===== config.mk =====
export PLATFORM = sky130hd
export DESIGN_NAME = tcw_ctrl
export DESIGN_NICKNAME = d
export VERILOG_FILES = /design/src/hw/rtl/tcw_pkg.sv /design/src/hw/rtl/tcw_ctrl.sv
export SDC_FILE = /design/constraint.sdc
export NUM_CORES = 1
export LEC_CHECK = 0
export BUFFER_PORTS_ARGS = -buffer_cell sky130_fd_sc_hd__buf_4
export CAP_MARGIN = 5
export CORE_MARGIN = 1.5
export CORE_UTILIZATION = 35
export CTS_CLUSTER_DIAMETER = 100
export DETAILED_ROUTE_END_ITERATION = 12
export PLACE_DENSITY = 0.65
export REMOVE_ABC_BUFFERS = 1
export SLEW_MARGIN = 20
export SYNTH_ARGS = -nofsm -noshare
export SYNTH_HDL_FRONTEND = slang
export SYNTH_SLANG_ARGS = --single-unit

===== constraint.sdc =====
create_clock -name clock -period 4.25 [get_ports clock]
set_input_delay 0.85 -clock clock [delete_from_list [all_inputs] [get_ports clock]]
set_output_delay 0.85 -clock clock [all_outputs]
set_load 0.05 [all_outputs]

===== src/hw/rtl/tcw_pkg.sv =====
// Shared constants, types and helpers of the text console character writer.
package tcw_pkg;

   localparam int COLUMNS  = 40;
   localparam int ROWS     = 29;
   localparam int CELLS    = COLUMNS * ROWS;

   localparam int POS_W    = 11;
   localparam int CODE_W   = 16;
   localparam int LINE_W   = 6;
   localparam int IDX_W    = 11;
   localparam int FLAG_W   = 21;
   localparam int WORD_W   = 32;
   localparam int CSR_W    = 21;
   localparam int CSR_A_W  = 2;

   localparam int AW       = $clog2(CELLS);
   localparam int SW       = $clog2(CELLS + 1);
   localparam int CW       = (SW > POS_W) ? SW : POS_W;

   localparam int RECIP_SH = 20;
   localparam int RECIP    = ((1 << RECIP_SH) + COLUMNS - 1) / COLUMNS;
   localparam int RECIP_W  = $clog2(RECIP + 1);
   localparam int QPROD_W  = POS_W + RECIP_W;
   localparam int COL_W    = $clog2(COLUMNS + 1);
   localparam int PROD_W   = POS_W + COL_W;

   localparam logic [WORD_W-1:0] ATTR_WORD   = 32'h3f00_0000;
   localparam logic [CODE_W-1:0] ENTER_RESET = 16'd13;
   localparam logic [CODE_W-1:0] TAB_RESET   = 16'd9;
   localparam logic [CODE_W-1:0] BS_RESET    = 16'd8;

   typedef enum logic [CSR_A_W-1:0] {
      CSR_ENTER,
      CSR_TAB,
      CSR_BS,
      CSR_FLAGS
   } csr_idx_type;

   typedef enum logic [1:0] {
      CMD_PUT,
      CMD_SCROLL,
      CMD_READ,
      CMD_NOP
   } cmd_type;

   typedef enum logic [1:0] {
      KIND_ENTER,
      KIND_TAB,
      KIND_BS,
      KIND_PLAIN
   } kind_type;

   typedef enum logic [2:0] {
      CUR_HOLD,
      CUR_INC,
      CUR_TAB,
      CUR_ENTER,
      CUR_DEC,
      CUR_SCROLL
   } cur_op_type;

   typedef enum logic [1:0] {
      WV_ATTR,
      WV_RAW,
      WV_ZERO
   } wval_type;

   typedef struct packed {
      logic       accept;
      logic       load_q;
      logic       rd_cur;
      logic       rd_idx;
      logic       wr_cur;
      wval_type   wval;
      cur_op_type cur_op;
      logic       sweep_start;
      logic       sweep_clear;
      logic       scroll_one;
      logic       finish;
   } dp_cmd_type;

   typedef struct packed {
      cmd_type  cmd;
      kind_type kind;
      logic     lines_ok;
      logic     idx_ok;
      logic     need_scroll;
      logic     rd_zero;
      logic     cur_zero;
      logic     sweep_busy;
      logic     rsp_busy;
   } dp_stat_type;

   function automatic logic [AW-1:0] to_addr(input logic [CW-1:0] v);
      return v[AW-1:0];
   endfunction

endpackage


===== src/hw/rtl/tcw_ctrl.sv =====
// Controller state machine of the text console character writer.
module tcw_ctrl import tcw_pkg::*; (
   input  logic        clock,
   input  logic        reset,
   input  logic        req_valid,
   output logic        req_ready,
   input  dp_stat_type stat,
   output dp_cmd_type  cmd
);

   typedef enum logic [3:0] {
      S_CLEAR,
      S_CLR_WAIT,
      S_IDLE,
      S_DECODE,
      S_ENTER,
      S_BS_RD,
      S_BS_CHK,
      S_POST,
      S_SWEEP,
      S_FINISH
   } state_type;

   state_type state_ff, state_in;

   always_comb begin
      state_in = state_ff;
      cmd      = '0;
      unique case (state_ff)
         S_CLEAR: begin
            cmd.sweep_start = 1'b1;
            cmd.sweep_clear = 1'b1;
            state_in        = S_CLR_WAIT;
         end
         S_CLR_WAIT: begin
            if (!stat.sweep_busy) begin
               state_in = S_IDLE;
            end
         end
         S_IDLE: begin
            if (req_valid) begin
               cmd.accept = 1'b1;
               state_in   = S_DECODE;
            end
         end
         S_DECODE: begin
            unique case (stat.cmd)
               CMD_PUT: begin
                  unique case (stat.kind)
                     KIND_ENTER: begin
                        cmd.load_q = 1'b1;
                        state_in   = S_ENTER;
                     end
                     KIND_TAB: begin
                        cmd.wr_cur = 1'b1;
                        cmd.wval   = WV_RAW;
                        cmd.cur_op = CUR_TAB;
                        state_in   = S_POST;
                     end
                     KIND_BS: begin
                        state_in = S_BS_RD;
                     end
                     KIND_PLAIN: begin
                        cmd.wr_cur = 1'b1;
                        cmd.wval   = WV_ATTR;
                        cmd.cur_op = CUR_INC;
                        state_in   = S_POST;
                     end
                  endcase
               end
               CMD_SCROLL: begin
                  if (stat.lines_ok) begin
                     cmd.sweep_start = 1'b1;
                     cmd.cur_op      = CUR_SCROLL;
                     state_in        = S_SWEEP;
                  end else begin
                     state_in = S_FINISH;
                  end
               end
               CMD_READ: begin
                  cmd.rd_idx = stat.idx_ok;
                  state_in   = S_FINISH;
               end
               CMD_NOP: begin
                  state_in = S_FINISH;
               end
            endcase
         end
         S_ENTER: begin
            cmd.cur_op = CUR_ENTER;
            state_in   = S_POST;
         end
         S_BS_RD: begin
            cmd.rd_cur = 1'b1;
            state_in   = S_BS_CHK;
         end
         S_BS_CHK: begin
            if (!stat.cur_zero && stat.rd_zero) begin
               cmd.cur_op = CUR_DEC;
               state_in   = S_BS_RD;
            end else begin
               cmd.wr_cur = 1'b1;
               cmd.wval   = WV_ZERO;
               state_in   = S_POST;
            end
         end
         S_POST: begin
            if (stat.need_scroll) begin
               cmd.sweep_start = 1'b1;
               cmd.scroll_one  = 1'b1;
               cmd.cur_op      = CUR_SCROLL;
               state_in        = S_SWEEP;
            end else begin
               state_in = S_FINISH;
            end
         end
         S_SWEEP: begin
            if (!stat.sweep_busy) begin
               state_in = S_FINISH;
            end
         end
         S_FINISH: begin
            if (!stat.rsp_busy) begin
               cmd.finish = 1'b1;
               state_in   = S_IDLE;
            end
         end
         default: begin
            state_in = S_IDLE;
         end
      endcase
   end

   always_ff @(posedge clock) begin
      if (reset) begin
         state_ff <= S_CLEAR;
      end else begin
         state_ff <= state_in;
      end
   end

   assign req_ready = (state_ff == S_IDLE);

endmodule


==> summary.md, run 1 <==
Power density over the cells: 544.2 nW/um^2. During placement, the flow inserted port buffers numbering 28. The run gives 0 as the final max-slew violation count. Derived from the worst setup path, the maximum achievable clock frequency is 345.6 MHz. Data arrives at the worst endpoint at 2.04 ns. The path category of the worst min-delay check was flop to flop.

In the final layout, the registers with the most flip-flops are state_ff (4). For this run, design rule violations remaining after detail routing come to 0. After synthesis, the cell types taking the most area are sky130_fd_sc_hd__dfxtp_1, sky130_fd_sc_hd__nor2_1, sky130_fd_sc_hd__nand2b_1. The cell with the most instances on the worst path is sky130_fd_sc_hd__buf_4.

In this run the mean area of a mapped cell was 7.264 um^2. Dividing the final minimum period by the clock period gives 68.09%. The register with the highest flop count is state_ff.

The floorplan step set the die width to 41.66 um. The number of hold-repair buffers added at the cts stage came out at 0. The cell accounting for the most synthesized area is sky130_fd_sc_hd__dfxtp_1. The run gives 0.2160 mV as the peak supply drop. Among all flip-flop cells after synthesis, the most frequent one is sky130_fd_sc_hd__dfxtp_1. The clock transition at the registers of the reported paths works out to 0.04 ns. Fill cells in the final layout number 150. The depth of the worst register-to-register path is 5, and the static leakage is 0.3306 nW.

For the total power, the log shows 0.4024 mW. At the pin with the least slew margin, the transition time is 0.6313 ns. For this run, the post-layout net count is 114.

The final-layout setup total negative slack was 0 ns; the number of flip-flops in the largest register was 4. The slowest cell on the critical path was sky130_fd_sc_hd__or4bb_1. The first-pass GRT wire length is 2311 um.

The run gives 0 as the final hold violation count. On the critical path the largest part of the delay comes from simple AND/OR/NAND/NOR gates. The final estimated routing congestion in global placement was 0.7891. The number of clock sinks was 4. The worst hold path passes through 2 cells. For this run, the total global-route usage over all layers was measured as 17.29%. Sequential cells were found to cover 15.31% of the synthesized design area. Area growth from synthesis to layout: 41.39%.

The total setup buffers inserted after CTS came out at 0. The critical path class is primary input to primary output. The logs give 1084 um for the post-DP HPWL and 1735 um^2 for the die outline area. For this configuration, the core starts out at a cell density of 38.74%. Delay of the slowest cell on the worst path: 0.46 ns. In this run the number of cells on the critical path is 6. The die extent in y works out to 41.66 um.

The combined buffer and inverter count along the critical path came out at 2. In this run, synthesis inferred 0 flip-flops with an integrated enable. TritonCTS built the clock tree.

During synthesis, Yosys emitted a total of 0 warnings. The count of distinct cell types in the synthesized netlist was 36; the async set-reset flop share out of synthesis was 0%. Data on the critical path is required at its endpoint by 3.40 ns. The tree is rooted in a sky130_fd_sc_hd__clkbuf_4. The area used by multi-input combinational logic is 400.4 um^2. Setup violations remaining at the end of the flow were counted as 0. Total number of placement rows: 13. Cells fill 54.77% of the core in the end. In this run, synthesis produced a sequential element count of 4. The via count of the first global-routing pass came out at 521. Before antenna repair, the detailed router went through 4 iterations. The library cells used most frequently in the layout, excluding fill and tap cells, are sky130_fd_sc_hd__buf_4, sky130_fd_sc_hd__nor2_1, sky130_fd_sc_hd__nand2_1. For this run the aggregate overflow at the end of global routing stands at 0. The share of final-layout standard cells stronger than drive strength 1 is 39.80%. Leaving out fill and tap cells, the most frequent cell in the layout is sky130_fd_sc_hd__buf_4. The cell count after synthesis came out at 72.

The tools report the initial antenna violation count as 0. The flow ran to the end, and the final reports show no timing, DRC or antenna violations. The area inside the core boundary is 1350 um^2, and the number of clock buffers inserted by TritonCTS is 3.

Across all layers, the routed design uses 617 vias. Total routed wirelength: 1389 um. The tools report the worst hold slack across all endpoints as 0.6841 ns. The number of vias per cell is 5.460, and the remaining antenna violation count is 0. Measured against its own limit, the worst slew margin works out to 57.86%.

Traced cell by cell, the critical path runs through buf_4 > or4bb_1 > nand2_1 > nand3_1 > o41ai_1 > buf_4. The top cell type by area accounts for 15.31% of the synthesized area. The tool flagged a number of max-cap violations equal to 0. The number of H-tree branching levels is 1. Registers take 80.08 um^2. Entering global routing, the biggest net connects 19 pins. For this design the top-level I/O count stands at 29.

The smallest clock period supported by the final layout is computed as 2.894 ns. The maximum fanout along the worst path works out to 4. Setup repair after global routing left no endpoint under its margin. For this block, the initial DRC count from the detailed router was 9. STA classifies the critical path endpoint as a primary output.

Dividing the detail-routed wire length by the instance count gives 12.29 um. The critical path startpoint category was a primary input. The combined area of all synthesized cells is 523.0 um^2. The clock passes through at most 2 buffers. Between clock sinks in the finished design, the worst skew comes to 0.001549 ns.

After clock tree synthesis, the repair step resized 0 gates. The repair_antennas step left the layout with diodes totalling 0. Clock latency on the worst-skew pair, taken at its later pin, is 0.24 ns.
==> final cells by class <==
type	instances	share of cell area, %
Multi-Input combinational cell	61	54.15
Timing Repair Buffer	28	28.43
Sequential cell	4	10.83
Clock buffer	3	3.046
Tap cell	15	2.538
Inverter	2	1.015
==> worst paths after layout <==
| check | slack (ns) | end | start |
|---|---|---|---|
| max | 1.36 | cmd[6] | stat[10] |
| min | 0.68 | state_ff[3] | state_ff[3] |
| max reg2reg | 2.49 | state_ff[1] | state_ff[0] |
| min reg2reg | 0.68 | state_ff[3] | state_ff[3] |
==> tightest hold or removal path, delay by kind of cell (launching register included) <==
kind           cells  cell delay, ns
flip-flops         1            0.42
AO/OA/AOI/OAI      2            0.21
==> stage by stage <==
step	cells	setup slack, ns	instance area (um^2)
after floorplan	67	0.8173	488.0
after global placement	110	1.385	716.9
after detailed placement	110	1.373	716.9
after CTS	113	1.368	739.5
after global routing	113	1.284	739.5
final	113	1.356	739.5
==> power by group <==
part,leakage [nW],switching (mW),total [mW],internal (mW)
logic,0.284,0.168,0.265,0.0974
clock network,0.0138,0.0167,0.0483,0.0317
registers,0.0328,0.0395,0.0886,0.0491
total,0.331,0.224,0.402,0.178
==> synthesized netlist by cell type, types with 2 or more instances <==
| library cell | count |
|---|---|
| sky130_fd_sc_hd__a21oi_1 | 3 |
| sky130_fd_sc_hd__and2_1 | 2 |
| sky130_fd_sc_hd__and2b_1 | 2 |
| sky130_fd_sc_hd__buf_4 | 2 |
| sky130_fd_sc_hd__dfxtp_1 | 4 |
| sky130_fd_sc_hd__inv_1 | 2 |
| sky130_fd_sc_hd__nand2_1 | 7 |
| sky130_fd_sc_hd__nand2b_1 | 5 |
| sky130_fd_sc_hd__nand3_1 | 2 |
| sky130_fd_sc_hd__nor2_1 | 9 |
| sky130_fd_sc_hd__nor3_1 | 3 |
| sky130_fd_sc_hd__nor4_1 | 2 |
| sky130_fd_sc_hd__o21ai_0 | 6 |
==> logic make-up after synthesis <==
family | after synthesis | synth area share, %
AOI/OAI and AO/OA | 18 | 23.69
xor gates and xnor gates | 1 | 1.675
buffers and inverters | 7 | 8.132
DFF | 4 | 15.31
and+or+nand+nor | 42 | 51.19
==> layer usage <==
metal  vias to the layer above  wire (um)  GRT usage, %
met3                         4         65         3.913
met1                       280        626         23.10
met2                        17        675         26.25
met4                         0         21         7.742
met5                         -          0             0
li1                        316          -             -
Note: power is estimated with default switching activity, not from simulation.
==> run 2: changes to the inputs <==
PLACE_DENSITY = 0.67   (was 0.65)
clock period = 2.6 ns   (was 4.25 ns; I/O delays follow)
==> run 2 against run 1 <==
Compared with the run above:
- die area is the same
- routed wire length decreased by 3.2%
- cell area increased by 2.0%
- clock skew up 0.0044 ns
- sequential power up 24%
- clock-buffer cell count stayed put
- non-clock buffer count rose by 2
- core utilization rose by 1.1 points
- combinational power increased by 80%
- global-route usage fell by 1.6 points
- cell count rose by 1.8%
- highest routed layer is now met3
==> summary.md, run 2 (synthesized netlist as in run 1, its figures left out) <==
The most common library cell in the layout ignoring fill and taps was sky130_fd_sc_hd__buf_4. The die outline area was 1735 um^2 (unchanged). The clock transition at the registers of the reported paths is 0.04 ns (about the same), and the number of buffer cells added on primary ports is 28 (unchanged). The run gives 3 (unchanged) as the number of clock buffers inserted by TritonCTS. TritonCTS built the clock tree. The logs give 6 (-3) for the violation count after the first detailed-route iteration and 0.3887 ns (-0.9676 ns) for the setup slack of the critical path after layout. The die width came out at 41.66 um (unchanged). The antenna diode count came out at 0 (unchanged). The clock latency reported for the late side of the worst-skew pair came out at 0.23 ns (about the same). The run gives 0 (unchanged) as the initial antenna violation count. The worst setup timing slack at the placement stage is 0.3951 ns (-0.9782 ns), and the overall global routing resource usage is 15.70% (-1.6 points). The first-pass iteration count of the detailed router is 4 (unchanged), and the post-route clock period utilization is 85.05%. The run gives 0 (unchanged) as the max-cap violation count. The routed length on met1 is 643 um (+2.7%). The final-report setup violation count was 0 (unchanged). For the first-pass GRT wire length, the log shows 2208 um (-4.5%). The maximum clock skew at final layout came out at 0.005905 ns (+0.004356 ns).

The cell at the root of the clock tree was sky130_fd_sc_hd__clkbuf_4. The largest registers in the layout are state_ff (4). The utilization of the core after routing was 55.89% (+1.1 points); the remaining global-route overflow was 0 (unchanged). The post-DP HPWL is 1106 um (+2.1%), and the routed length on met2 is 646 um (-4.3%). For the pin count of the biggest net entering global routing, the log shows 18 (-1).

The overall via count from detail_route is 612 (-0.81%), and the number of flip-flops in the largest register is 4 (unchanged). The total number of placement rows is 13 (unchanged), and the die extent in y is 41.66 um (unchanged). Actual transition at the worst max-transition pin: 0.3884 ns (-0.2429 ns).

The number of vias per cell is 5.322 (-2.5%). The logs give 517 (-0.77%) for the via count of the first global-routing pass and 0 (unchanged) for the remaining design rule violation count. The logs give 0 (unchanged) for the total setup buffers inserted after CTS and 29 (unchanged) for the number of primary I/O pins. In this run the worst hold path is classified as primary input to flop. For the static leakage, the log shows 0.3411 nW (+3.2%). The run gives 0.6623 mW (+65%) as the total power. The final period demand of the worst path works out to 2.211 ns.

The number of nets in the final layout came out at 116 (+1.8%). The final max-slew violation count was 0 (unchanged). STA classifies the critical path startpoint as a primary input. The run gives 0 (unchanged) as the number of instances resized during post-cts repair. The worst endpoint required time is 2.08 ns (-1.32 ns). The data arrival time of the critical path was 1.69 ns (-0.35 ns). The worst setup path is of the primary input to primary output kind. The power density over the cells works out to 877.8 nW/um^2 (+61%).

The number of H-tree branching levels is 1 (unchanged), and the share of final-layout standard cells stronger than drive strength 1 is 41.00% (+1.2 points). Register with the highest flop count: state_ff. Based on the critical path, the design can be clocked at up to 452.2 MHz.

The final hold violation count is 0 (unchanged). The flow ran to the end, and the final reports show no timing, DRC or antenna violations. The area inside the core boundary is 1350 um^2 (unchanged). The number of hold-repair buffers added at the cts stage was 0 (unchanged); the peak supply drop was 0.3269 mV (+51%). The total routed wirelength is 1345 um (-3.2%), and the maximum buffer depth of the clock tree is 2 (unchanged).

Topmost layer with routed signal wires: met3. STA classifies the critical path endpoint as a primary output. The worst hold slack across all endpoints was 0.4787 ns (-0.2054 ns); the maximum fanout along the worst path was 4 (unchanged). The number of clock sinks is 4 (unchanged). The routed length on met3 is 55 um (-15%). For the effective utilization at floorplan, the log shows 38.74% (unchanged).

The headroom to the max-slew limit was 74.07% (+16 points). Setup repair after global routing left no endpoint under its margin. The library cells used most frequently in the layout, excluding fill and tap cells, are sky130_fd_sc_hd__buf_4, sky130_fd_sc_hd__nor2_1, sky130_fd_sc_hd__nand2_1. The remaining antenna violation count was 0 (unchanged); the average wire per cell in the routed design was 11.70 um (-4.9%).

The area growth from synthesis to layout was 44.26%; the final estimated routing congestion in global placement was 0.8019 (+1.6%).
-- run 2: final cells by class --
cell class / count / area [um^2]
Timing Repair Buffer: 30 / 225.2
Sequential cell: 4 / 80.08
Inverter: 2 / 7.507
Tap cell: 15 / 18.77
Clock buffer: 3 / 22.52
Multi-Input combinational cell: 61 / 400.4
Fill cell: 147 / 595.6
-- run 2: path summary, 6_finish.rpt --
kind / slack, ns / end / cells past startpoint / from
max reg2reg: 1.04 / state_ff[1] / 4 / state_ff[3]
min reg2reg: 0.65 / state_ff[2] / 3 / state_ff[0]
min: 0.48 / state_ff[0] / 2 / reset
max: 0.39 / cmd[6] / 6 / stat[10]
-- run 2: power by group --
part	internal, mW	leakage, nW	switching, mW
logic	0.169	0.294	0.307
clock network	0.0515	0.0138	0.0239
registers	0.0803	0.0328	0.0298
-- run 2: per-layer routing --
layer / global-route usage [%] / vias up
li1: - / 321
met1: 21.05 / 272
met2: 25.94 / 19
met3: 1.739 / 0
met4: 5.161 / 0
met5: 0 / -
-- run 2: worst max-delay path: stages --
cell	delay [ns]
sky130_fd_sc_hd__buf_4	0.13
sky130_fd_sc_hd__or4bb_1	0.47
sky130_fd_sc_hd__nand2_1	0.10
sky130_fd_sc_hd__nand3_1	0.12
sky130_fd_sc_hd__o41ai_1	0.10
sky130_fd_sc_hd__buf_4	0.26
-- run 2: stage by stage --
step                cell area (um^2)  TNS, ns  instances
floorplan                      488.0  -0.4785         67
global placement               732.0        0        112
detailed placement             732.0        0        112
CTS                            754.5        0        115
global route                   754.5        0        115
finish                         754.5        0        115
==> run 3: changes to the inputs <==
ABC_AREA = 1   (was default)
PLACE_DENSITY = 0.68   (was 0.67)
RECOVER_POWER = 100   (was default)
TNS_END_PERCENT = 10   (was default)
==> run 3 against run 2 <==
Compared with the run above:
- sequential share of layout area is 0.98 points higher
- highest routed layer unchanged
- register-to-register slack better by 0.19 ns
- largest power group unchanged
- combinational power is 20% lower
- worst hold slack better by 0.0018 ns
==> summary.md, run 3 <==
Leaving out fill and tap cells, the most frequent cell in the layout is sky130_fd_sc_hd__nand2_1. The tools report the critical path capture point type as a primary output. The flow ran to the end, and the final reports show no timing, DRC or antenna violations.

The final period demand of the worst path is 2.245 ns (+0.03344 ns), and the headroom to the max-slew limit is 59.65% (-14 points). The number of synthesized flops with an enable pin was 0 (unchanged); the via count of the first global-routing pass was 532 (+2.9%). The logs give 0 (unchanged) for the final-report setup violation count and 445.5 MHz (-1.5%) for the upper clock frequency limit. Counting instances in the post-synthesis netlist gives the leading cell types as sky130_fd_sc_hd__nand2_1, sky130_fd_sc_hd__inv_1, sky130_fd_sc_hd__nor2_1, sky130_fd_sc_hd__nand3_1. The die extent in y was 40.72 um (-2.2%). The final max-slew violation count was 0 (unchanged); the basic-gate share of the synthesized area counting and, or, nand and nor cells was 61.56% (+10 points). The count of distinct cell types in the synthesized netlist was 18 (-50%); the non-filler instance count after layout was 136 (+18%).

In the layout the commonest cells are sky130_fd_sc_hd__nand2_1, sky130_fd_sc_hd__buf_4, sky130_fd_sc_hd__nor2_1. The cell accounting for the most synthesized area is sky130_fd_sc_hd__nand2_1. In this run the worst hold path is classified as primary input to flop. The remaining antenna violation count was 0 (unchanged); the actual transition at the worst max-transition pin was 0.6079 ns (+0.2195 ns). The die width works out to 40.72 um (-2.2%). The fraction of synthesized cell area in xor and xnor cells was 0% (-1.7 points). The run gives 0 (unchanged) as the final hold violation count. First-pass iteration count of the detailed router: 4 (unchanged). The run gives 0 (unchanged) as the number of warning messages in the yosys log.

The run gives 0 (unchanged) as the initial antenna violation count. The remaining design rule violation count was 0 (unchanged); the async set-reset flop share out of synthesis was 0% (unchanged). The maximum buffer depth of the clock tree came out at 2 (unchanged). The clock transition at the registers of the reported paths came out at 0.04 ns (about the same). The register with the highest flop count is state_ff.

The cell area after placement was 719.4 um^2 (-1.7%); the total number of placement rows was 13 (unchanged). The area inside the core boundary came out at 1318 um^2 (-2.4%). Setup repair after global routing left no endpoint under its margin. The area growth from synthesis to layout was 38.69%. The pin count of the biggest net entering global routing was 10 (-8). The area share of fa/ha/maj cells after synthesis was 0% (unchanged). The synthesized flop and latch total is 4 (unchanged). The remaining global-route overflow came out at 0 (unchanged).

The logs give 690.7 um^2 (-8.5%) for the post-route cell area and 3 (unchanged) for the number of clock buffers inserted by TritonCTS. The maximum fanout along the worst path was 7 (+3). The dominant combinational cell family by area after synthesis is simple AND/OR/NAND/NOR gates.

The number of buffer cells added on primary ports works out to 28 (unchanged). The number of primary I/O pins was 29 (unchanged). TritonCTS built the clock tree. The top flip-flop cell by instance count after synthesis was sky130_fd_sc_hd__dfxtp_1. The antenna diode count came out at 0 (unchanged). The data arrival time of the critical path is 1.72 ns (+0.03 ns), and the effective utilization at floorplan is 37.80% (-0.94 points). The worst setup timing slack at the placement stage was 0.6567 ns (+0.2615 ns). The worst setup path is of the flop to primary output kind.

For the die outline area, the log shows 1658 um^2 (-4.4%). The logs give 0.8499 (+6.0%) for the final estimated routing congestion in global placement and 667 (+9.0%) for the overall via count from detail_route. The synthesized area per cell is 5.472 um^2 (-25%). The largest registers in the layout are state_ff (4).

The total setup buffers inserted after CTS came out at 0 (unchanged). The number of H-tree branching levels was 1 (unchanged). The combined area of all synthesized cells is 498.0 um^2 (-4.8%), and the post-DP HPWL is 1123 um (+1.5%). The run gives 0.3579 nW (+4.9%) as the static leakage. CTS placed an instance of sky130_fd_sc_hd__clkbuf_4 at the clock tree root. The number of vias per cell was 4.904 (-7.8%); the number of clock sinks was 4 (unchanged).

The total routed wirelength came out at 1334 um (-0.82%). The overall global routing resource usage was 19.03% (+3.3 points); the average wire per cell in the routed design was 9.809 um (-16%). The tools report the number of instances resized during post-cts repair as 0 (unchanged). STA classifies the critical path startpoint as a flop. The number of nets in the final layout was 137 (+18%); the share of final-layout standard cells stronger than drive strength 1 was 25.62% (-15 points). The max-cap violation count is 0 (unchanged).

The violation count after the first detailed-route iteration is 12 (+6). The worst endpoint required time is 2.08 ns (about the same). The number of hold-repair buffers added at the cts stage was 0 (unchanged); the post-route clock period utilization was 86.34% (+1.3 points). Post-synthesis compound-gate area fraction: 9.548% (-14 points). The run gives 0.3553 ns (-0.03344 ns) as the setup slack of the critical path after layout. The number of flip-flops in the largest register is 4 (unchanged), and the power density over the cells is 809.6 nW/um^2 (-7.8%). The most common cell in the synthesized netlist is sky130_fd_sc_hd__nand2_1. Area share of the largest cell type after synthesis: 16.58% (+1.3 points). The tools report the maximum clock skew at final layout as 0.0004873 ns (-0.005418 ns). Gate count of the mapped netlist: 91 (+26%). The post-synthesis mux area share was 0% (unchanged); the sequential fraction of the synthesis area was 16.08% (+0.77 points). The run gives 2097 um (-5.0%) as the first-pass GRT wire length. For the peak supply drop, the log shows 0.4208 mV (+29%). Ranked by total cell area, the synthesized netlist is headed by sky130_fd_sc_hd__nand2_1, sky130_fd_sc_hd__dfxtp_1, sky130_fd_sc_hd__nand3_1. The clock latency reported for the late side of the worst-skew pair was 0.23 ns (about the same); the count of placed standard cells including taps was 133 (+19%).
==> run 3: final timing paths <==
| path | end | from | slack (ns) | depth (start not counted) |
|---|---|---|---|---|
| max | cmd[7] | state_ff[1] | 0.36 | 7 |
| max reg2reg | state_ff[1] | state_ff[3] | 1.23 | 7 |
| min | state_ff[3] | reset | 0.48 | 2 |
| min reg2reg | state_ff[0] | state_ff[0] | 0.50 | 2 |
==> run 3: per-stage QoR <==
stage	power [mW]	TNS, ns	hold slack [ns]	utilization (%)
final	0.5591	0	0.4805	52.42
after global routing	0.6112	0	0.4740	52.42
after CTS	0.5920	0	0.4718	56.32
after detailed placement	0.5123	0	0.4997	54.61
after global placement	0.5141	0	0.4959	54.61
after floorplan	0.4017	-0.05801	0.4765	-
==> run 3: layout make-up <==
class | instances | area (um^2)
clock buffers | 3 | 22.52
fillers | 158 | 626.9
inverters | 15 | 56.30
multi-input cells | 71 | 346.6
flip-flops and latches | 4 | 80.08
well taps | 15 | 18.77
repair buffers | 28 | 166.4
==> run 3: critical path, cell delays in order (launching register included) <==
cell and delay, ns:
sky130_fd_sc_hd__dfxtp_1 0.44, sky130_fd_sc_hd__nand2_1 0.15, sky130_fd_sc_hd__inv_2 0.11, sky130_fd_sc_hd__nand2_4 0.06, sky130_fd_sc_hd__nor2_4 0.10, sky130_fd_sc_hd__nand2_2 0.07
sky130_fd_sc_hd__nor2_1 0.09, sky130_fd_sc_hd__clkbuf_1 0.47
==> run 3: per-layer routing <==
metal / global-route usage, % / vias up / share of wire [%]
li1: - / 354 / -
met1: 25.65 / 296 / 48
met2: 28.57 / 17 / 47
met3: 3.261 / 0 / 4.2
met4: 10.00 / 0 / 0
met5: 0 / - / 0
==> run 3: kinds of logic after synthesis <==
family | after synthesis
buffers and inverters | 16
AND/OR/NAND/NOR | 62
flip-flops | 4
AO/OA/AOI/OAI | 9
==> run 3: where the power goes <==
part / internal (mW) / switching, mW / total [mW]
Clock: 0.0514 / 0.0223 / 0.0737
Sequential: 0.0782 / 0.0267 / 0.105
Combinational: 0.103 / 0.278 / 0.381
